<file path="src/rtl/lzbd_pkg.sv">
// Shared types and constants for the byte-oriented LZ decompressor.
// Used by the controller, the datapath and the top level; no dependencies.
`default_nettype none

package lzbd_pkg;

  localparam int unsigned ByteW    = 8;
  localparam int unsigned LenW     = 7;
  localparam int unsigned CountW   = 2;
  localparam int unsigned HistAw   = 8;
  localparam int unsigned HistDepth = 1 << HistAw;

  localparam logic [ByteW-1:0] LenMask   = 8'h7f;
  localparam logic [ByteW-1:0] MatchFlag = 8'h80;

  localparam logic [CountW-1:0] CntNone = 2'd0;
  localparam logic [CountW-1:0] CntOne  = 2'd1;
  localparam logic [CountW-1:0] CntTwo  = 2'd2;

  // Commands from the controller to the datapath.
  typedef struct packed {
    logic load_hdr;   // latch length from a non-zero header
    logic end_emit;   // present the stream-end result
    logic lit_emit;   // write literal to history and present it
    logic load_dist;  // latch the match distance
    logic rd_issue;   // read one history byte
    logic wr_byte;    // write the read byte back and pack it
    logic emit_pair;  // present the packed match result
  } lzbd_cmd_t;

  // Status from the datapath to the controller.
  typedef struct packed {
    logic byte_zero;  // in_byte is zero
    logic byte_match; // in_byte has the match flag
    logic rem_zero;   // no bytes owed
    logic rem_one;    // one byte owed
    logic half;       // one match byte is already packed
    logic out_free;   // output register can take a result this cycle
  } lzbd_sts_t;

endpackage

`default_nettype wire

</file>
<file path="src/rtl/lzbd_ctrl.sv">
// Controller state machine for the LZ decompressor.
// Depends on lzbd_pkg for the command and status structs.
`default_nettype none

module lzbd_ctrl
  import lzbd_pkg::*;
(
  input  wire logic      clk_i,
  input  wire logic      rst_ni,
  input  wire logic      in_valid_i,
  output logic           in_ready_o,
  input  lzbd_sts_t      sts_i,
  output lzbd_cmd_t      cmd_o
);

  typedef enum logic [5:0] {
    S_HEADER  = 6'b000001,
    S_LITERAL = 6'b000010,
    S_DIST    = 6'b000100,
    S_RD      = 6'b001000,
    S_WR      = 6'b010000,
    S_EMIT    = 6'b100000
  } lzbd_state_e;

  lzbd_state_e state_q, state_d;
  logic        accept;

  assign in_ready_o = (state_q == S_HEADER || state_q == S_LITERAL || state_q == S_DIST)
                      && sts_i.out_free;
  assign accept     = in_valid_i && in_ready_o;

  always_comb begin
    state_d = state_q;
    cmd_o   = '0;
    unique case (state_q)
      S_HEADER: begin
        if (accept) begin
          if (sts_i.byte_zero) begin
            cmd_o.end_emit = 1'b1;
          end else begin
            cmd_o.load_hdr = 1'b1;
            state_d = sts_i.byte_match ? S_DIST : S_LITERAL;
          end
        end
      end
      S_LITERAL: begin
        if (accept) begin
          cmd_o.lit_emit = 1'b1;
          if (sts_i.rem_one) state_d = S_HEADER;
        end
      end
      S_DIST: begin
        if (accept) begin
          cmd_o.load_dist = 1'b1;
          state_d = sts_i.rem_zero ? S_HEADER : S_RD;
        end
      end
      S_RD: begin
        cmd_o.rd_issue = 1'b1;
        state_d = S_WR;
      end
      S_WR: begin
        cmd_o.wr_byte = 1'b1;
        // pair complete, or this was the last byte owed
        state_d = (sts_i.half || sts_i.rem_one) ? S_EMIT : S_RD;
      end
      S_EMIT: begin
        if (sts_i.out_free) begin
          cmd_o.emit_pair = 1'b1;
          state_d = sts_i.rem_zero ? S_HEADER : S_RD;
        end
      end
      default: state_d = S_HEADER;
    endcase
  end

  always_ff @(posedge clk_i or negedge rst_ni) begin
    if (!rst_ni) begin
      state_q <= S_HEADER;
    end else begin
      state_q <= state_d;
    end
  end

endmodule

`default_nettype wire

</file>
<file path="src/rtl/lzbd_dp.sv">
// Datapath for the LZ decompressor: history ring, counters, packing and
// output register. Depends on lzbd_pkg; driven by lzbd_ctrl commands.
`default_nettype none

module lzbd_dp
  import lzbd_pkg::*;
(
  input  wire logic               clk_i,
  input  wire logic               rst_ni,
  input  wire logic [ByteW-1:0]   in_byte_i,
  input  lzbd_cmd_t               cmd_i,
  output lzbd_sts_t               sts_o,
  output logic                    out_valid_o,
  input  wire logic               out_ready_i,
  output logic [ByteW-1:0]        out_first_o,
  output logic [ByteW-1:0]        out_second_o,
  output logic [CountW-1:0]       byte_count_o,
  output logic                    stream_end_o,
  output logic                    last_of_run_o
);

  logic [ByteW-1:0]  hist_mem [HistDepth];
  logic [HistAw-1:0] wp_q;
  logic [HistAw-1:0] dist_q;
  logic [ByteW-1:0]  rd_q;
  logic [LenW-1:0]   rem_q;
  logic              half_q;
  logic [ByteW-1:0]  first_q, second_q;

  logic              out_valid_q;
  logic [ByteW-1:0]  out_first_q, out_second_q;
  logic [CountW-1:0] out_cnt_q;
  logic              out_end_q, out_last_q;

  logic              wr_en;
  logic [ByteW-1:0]  wr_data;
  logic              load_out;

  assign sts_o.byte_zero  = (in_byte_i == '0);
  assign sts_o.byte_match = ((in_byte_i & MatchFlag) != '0);
  assign sts_o.rem_zero   = (rem_q == '0);
  assign sts_o.rem_one    = (rem_q == LenW'(1));
  assign sts_o.half       = half_q;
  assign sts_o.out_free   = !out_valid_q || out_ready_i;

  assign wr_en    = cmd_i.lit_emit || cmd_i.wr_byte;
  assign wr_data  = cmd_i.lit_emit ? in_byte_i : rd_q;
  assign load_out = cmd_i.end_emit || cmd_i.lit_emit || cmd_i.emit_pair;

  // History ring: one write and one registered read per cycle, never cleared.
  always_ff @(posedge clk_i) begin
    if (wr_en) begin
      hist_mem[wp_q] <= wr_data;
    end
    if (cmd_i.rd_issue) begin
      rd_q <= hist_mem[wp_q - dist_q];
    end
  end

  always_ff @(posedge clk_i or negedge rst_ni) begin
    if (!rst_ni) begin
      wp_q   <= '0;
      rem_q  <= '0;
      half_q <= 1'b0;
    end else begin
      if (wr_en) wp_q <= wp_q + HistAw'(1);
      if (cmd_i.load_hdr) begin
        rem_q <= LenW'(in_byte_i & LenMask);
      end else if (cmd_i.end_emit) begin
        rem_q <= '0;
      end else if (wr_en) begin
        rem_q <= rem_q - LenW'(1);
      end
      if (cmd_i.emit_pair) begin
        half_q <= 1'b0;
      end else if (cmd_i.wr_byte) begin
        half_q <= !half_q;
      end
    end
  end

  always_ff @(posedge clk_i) begin
    if (cmd_i.load_dist) dist_q <= in_byte_i;
    if (cmd_i.wr_byte) begin
      if (half_q) second_q <= rd_q;
      else        first_q  <= rd_q;
    end
  end

  always_ff @(posedge clk_i or negedge rst_ni) begin
    if (!rst_ni) begin
      out_valid_q <= 1'b0;
    end else if (load_out) begin
      out_valid_q <= 1'b1;
    end else if (out_ready_i) begin
      out_valid_q <= 1'b0;
    end
  end

  always_ff @(posedge clk_i) begin
    if (cmd_i.end_emit) begin
      out_first_q  <= '0;
      out_second_q <= '0;
      out_cnt_q    <= CntNone;
      out_end_q    <= 1'b1;
      out_last_q   <= 1'b1;
    end else if (cmd_i.lit_emit) begin
      out_first_q  <= in_byte_i;
      out_second_q <= '0;
      out_cnt_q    <= CntOne;
      out_end_q    <= 1'b0;
      out_last_q   <= 1'b1;
    end else if (cmd_i.emit_pair) begin
      // half still set means the final byte of an odd run stands alone
      out_first_q  <= first_q;
      out_second_q <= half_q ? '0 : second_q;
      out_cnt_q    <= half_q ? CntOne : CntTwo;
      out_end_q    <= 1'b0;
      out_last_q   <= (rem_q == '0);
    end
  end

  assign out_valid_o   = out_valid_q;
  assign out_first_o   = out_first_q;
  assign out_second_o  = out_second_q;
  assign byte_count_o  = out_cnt_q;
  assign stream_end_o  = out_end_q;
  assign last_of_run_o = out_last_q;

endmodule

`default_nettype wire

</file>
<file path="src/rtl/lz_byte_decompressor.sv">
// Top level of the byte-oriented LZ decompressor.
// Joins lzbd_ctrl and lzbd_dp; depends on lzbd_pkg.
//
//   channel | direction | handshake              | payload
//   --------+-----------+------------------------+----------------------------------
//   in      | sink      | in_valid_i / in_ready_o   | in_byte_i
//   out     | source    | out_valid_o / out_ready_i | out_first_o, out_second_o,
//           |           |                        | byte_count_o, stream_end_o,
//           |           |                        | last_of_run_o
//
// Header, literal and distance bytes are each accepted while the output
// register is free. Each match byte is read from history (one registered
// memory read port) and written back; each result holds one or two of them.
// Reset clears the state machine, ring pointer and counters; the history ring
// is not cleared and needs no sweep. The input stalls during a match and
// whenever a result waits in the output register and is not taken.
`default_nettype none

module lz_byte_decompressor
  import lzbd_pkg::*;
(
  input  wire logic               clk_i,
  input  wire logic               rst_ni,
  input  wire logic               in_valid_i,
  output logic                    in_ready_o,
  input  wire logic [ByteW-1:0]   in_byte_i,
  output logic                    out_valid_o,
  input  wire logic               out_ready_i,
  output logic [ByteW-1:0]        out_first_o,
  output logic [ByteW-1:0]        out_second_o,
  output logic [CountW-1:0]       byte_count_o,
  output logic                    stream_end_o,
  output logic                    last_of_run_o
);

  lzbd_cmd_t cmd;
  lzbd_sts_t sts;

  lzbd_ctrl u_ctrl (
    .clk_i      (clk_i),
    .rst_ni     (rst_ni),
    .in_valid_i (in_valid_i),
    .in_ready_o (in_ready_o),
    .sts_i      (sts),
    .cmd_o      (cmd)
  );

  lzbd_dp u_dp (
    .clk_i         (clk_i),
    .rst_ni        (rst_ni),
    .in_byte_i     (in_byte_i),
    .cmd_i         (cmd),
    .sts_o         (sts),
    .out_valid_o   (out_valid_o),
    .out_ready_i   (out_ready_i),
    .out_first_o   (out_first_o),
    .out_second_o  (out_second_o),
    .byte_count_o  (byte_count_o),
    .stream_end_o  (stream_end_o),
    .last_of_run_o (last_of_run_o)
  );

endmodule

`default_nettype wire

</file>
<file path="config.mk">
export PLATFORM = sky130hd
export DESIGN_NAME = lz_byte_decompressor
export DESIGN_NICKNAME = d
export VERILOG_FILES = /design/src/rtl/lzbd_pkg.sv /design/src/rtl/lzbd_ctrl.sv /design/src/rtl/lzbd_dp.sv /design/src/rtl/lz_byte_decompressor.sv
export SDC_FILE = /design/constraint.sdc
export NUM_CORES = 2
export LEC_CHECK = 0
export ABC_AREA = 1
export ABC_CLOCK_PERIOD_IN_PS = 32700
export BUFFER_PORTS_ARGS = -buffer_cell sky130_fd_sc_hd__buf_2
export CAP_MARGIN = 25
export CORE_MARGIN = 1.5
export CORE_UTILIZATION = 57
export CTS_CLUSTER_SIZE = 40
export DETAILED_ROUTE_END_ITERATION = 8
export MAX_ROUTING_LAYER = met4
export PLACE_DENSITY_LB_ADDON = 0.12
export SLEW_MARGIN = 15
export SYNTH_ARGS = -nofsm -noshare
export SYNTH_HDL_FRONTEND = slang
export SYNTH_SLANG_ARGS = --single-unit
</file>
<file path="constraint.sdc">
create_clock -name clk_i -period 32.7 [get_ports clk_i]
set_input_delay 9.81 -clock clk_i [delete_from_list [all_inputs] [get_ports clk_i]]
set_output_delay 9.81 -clock clk_i [all_outputs]
set_load 0.02 [all_outputs]
</file>
==> impl_metrics.ini <==
[grt]
grt_overflow = 0
grt_start_max_net_pins = 247
track_usage_pct = 30.0
grt_pass1_vias = 57800
antenna_found_initial = 5
grt_pass1_wl_um = 353000

[die]
io_pins = 34
fp.dieW_um = 402
placementRows = 146
die_h_um = 402
die_area_um2 = 162000
core_area_um2 = 158000
start_util_pct = 57.4

[cts]
ctsHoldBuffers = 0
post_cts_resized = 0
cts_root_buffer = clkbuf_16
cts_sinks = 2123
post_cts_buffers = 0
clkSlewWorstSetupHoldPaths_ps = 60
cts_buffer_depth = 3
htreeDepth = 4
cts_made_buffers = 210
cts_tree = built
clk_latency_ps = 850

[route]
via_count = 60600
routed_via_density = 5.61
first_iter_violations = 6895
first_pass_iters = 6
postRouteAntennaNets = 0
drcViolationCount = 0
wl_per_cell_um = 21.9
routed_wl_um = 237000

[synth]
synth_nets = 8741
ys_async_sr_fraction_pct = 1.08
yosys.area.top_type_share_pct = 68.7
ys_warn_count = 0
synth_edf_count = 2080
ys_types = 41
ys.flop_type = edfxtp_1
seq_area_frac_synth_pct = 69.8
avgSynthCellArea_um2 = 10.4
yosysTopAreaCell = edfxtp_1
yosys-top-cells-area = edfxtp_1, nand2_1, nand3_1
synthCells = 8714
netlist_area_um2 = 90900
synth_seq_cells = 2123

[worst_setup_path]
crit_slowest_cell = clkinv_1
critPathRequiredTime_ps = 22890
cp_common_cell = buf_2
critPathKind = input port to primary output
cpPeakStageDelay_ps = 250
critPathCaptureType = primary output
critPathArrivalTime_ps = 10620
crit_fanout = 8
worstPathCellList = buf_2, nor2_1, clkinv_1, nand2_1, inv_1, buf_2
start_kind = input port

[timing]
tightest_slew_ps = 1190
finalHoldViolations = 0
fin_crit_ps = 20430
finalCritPeriodShare_pct = 62.5
fin_skew_ps = 23.7
finalSetupViolCount = 0
fmax_mhz = 48.9
relSlewSlack_pct = 21.0
fin_tns_setup_ps = 0
rsz0062_at_grt = false
slew_viol_final = 0

[power_and_ir_drop]
power_uw = 8990
peakVddDrop_mv = 0.108
power_leakage_uw = 0.0390
power_density_nw_per_um2 = 90.4

[placed_design]
gp_congestion = 0.902
port_buffers = 33
placed_cell_area_um2 = 92500
dp_hpwl_um = 136000

[flow_run]
cap_violations = 0

[final_layout]
syn_to_final_growth_pct = 9.47
nNetsFinal = 8584
drive_gt1_share_pct = 6.24
final_area_um2 = 99500

[worst_hold_path]
holdCritPathClass = flip-flop to flip-flop

[outcome]
status = completed
-- cell usage after synthesis (8+ instances only) --
cell	number
inv_1	757
xor2_1	12
o21ai_0	329
nand3_1	982
nor2_1	897
o211ai_1	14
edfxtp_1	2080
o21ai_1	72
nand2_1	2879
or2_2	70
dfrtp_1	22
buf_1	52
buf_4	16
ha_1	14
clkbuf_1	186
a21oi_1	21
a21boi_1	8
buf_2	232
dfxtp_1	20
-- sequential cells by signal, indices dropped and copies added (netlist names) --
name / count
u_dp.out_valid_o: 1
u_dp.hist_mem: 2048
u_dp.byte_count_o: 2
u_dp.stream_end_o: 1
u_dp.rem_q: 7
u_dp.second_q: 8
u_dp.dist_q: 8
u_dp.rd_q: 8
u_dp.last_of_run_o: 1
u_dp.wp_q: 8
u_dp.first_q: 8
u_ctrl.state_q: 6
u_dp.half_q: 1
u_dp.out_first_o: 8
u_dp.out_second_o: 8
-- cells in the final DEF, fill, tap and decap left out, types with 6 or more instances in the layout --
cell type   instances
clkinvlp_4         21
bufinv_16          27
nand3_1           981
o211ai_1           14
buf_4              65
edfxtp_1         2080
a21oi_1            21
inv_1             755
clkinv_1           39
dfrtp_1            22
clkbuf_1           37
nand2_1          2870
xor2_1             11
or2_2              70
nor3_1              6
clkbuf_16         212
o21ai_1            72
buf_12             19
buf_2              33
a21boi_1            8
clkinv_2           39
dfxtp_1            20
nor2_1            897
o21ai_4             8
nand2_2             9
inv_6               6
ha_1               13
o21ai_0           321
-- kinds of logic (layout without fill, tap and decap cells) --
kind of cell | Yosys count | count (layout) | share of synthesized area, %
other | 0 | 3 | 0
buffers and inverters | 1256 | 1273 | 5.60
flip-flops | 2123 | 2123 | 69.8
XOR/XNOR | 17 | 17 | 0.172
AO/OA/AOI/OAI | 449 | 449 | 2.54
AND/OR/NAND/NOR | 4854 | 4854 | 21.7
adder cells (fa/ha/maj) | 15 | 15 | 0.215
-- worst max-delay path: cells and delay by family --
kind | cells | cell delay, ps
buffers and inverters | 4 | 540
and+or+nand+nor | 2 | 270
-- layer usage --
metal	vias to the layer above	track usage (%)	routed length (um)
met5	-	-	0
met4	0	11.0	8710
met3	462	5.33	21800
met2	2647	45.4	108000
met1	29100	41.2	98100
li1	28500	-	-
-- path summary, 6_finish.rpt --
| kind | from | endpoint | slack (ps) | cells after the start |
|---|---|---|---|---|
| max in group asynchronous | rst_ni | u_ctrl.state_q[3] | 23330 | 1 |
| worst min register to register | u_dp.out_second_o[7] | u_dp.out_second_o[7] | 460 | 2 |
| worst min-delay path | u_dp.out_second_o[7] | u_dp.out_second_o[7] | 460 | 2 |
| worst max register to register | u_dp.wp_q[0] | u_dp.rd_q[1] | 26450 | 18 |
| min in group asynchronous | rst_ni | u_ctrl.state_q[1] | 8980 | 1 |
| worst max-delay path | out_ready_i | in_ready_o | 12270 | 6 |
-- power by group --
| group | internal, uW | switching (uW) | total, uW |
|---|---|---|---|
| Sequential | 3080 | 19.5 | 3100 |
| Clock | 1400 | 1030 | 2430 |
| Combinational | 896 | 2570 | 3470 |
| Total | 5380 | 3610 | 8990 |
-- through the flow --
stage               utilization (%)  cells  setup WS (ps)  hold slack (ps)
floorplan                         -   8714          10240              434
global placement               58.3  10400          12250              452
detailed placement             58.4  10400          12270              455
CTS                            62.8  10800          12270              463
global route                   62.8  10800          12170              492
finish                         62.8  10800          12270              462
-- final cells by class --
cell class,count,area (um^2)
flip-flops and latches,2123,63400
well taps,2072,2590
clock buffers,250,5460
diodes,3,7.51
multi-input cells,5335,22600
inverters,766,2890
clock inverters,136,1460
fillers,12600,58900
repair buffers,121,1110
(Power assumes the default switching activity.)
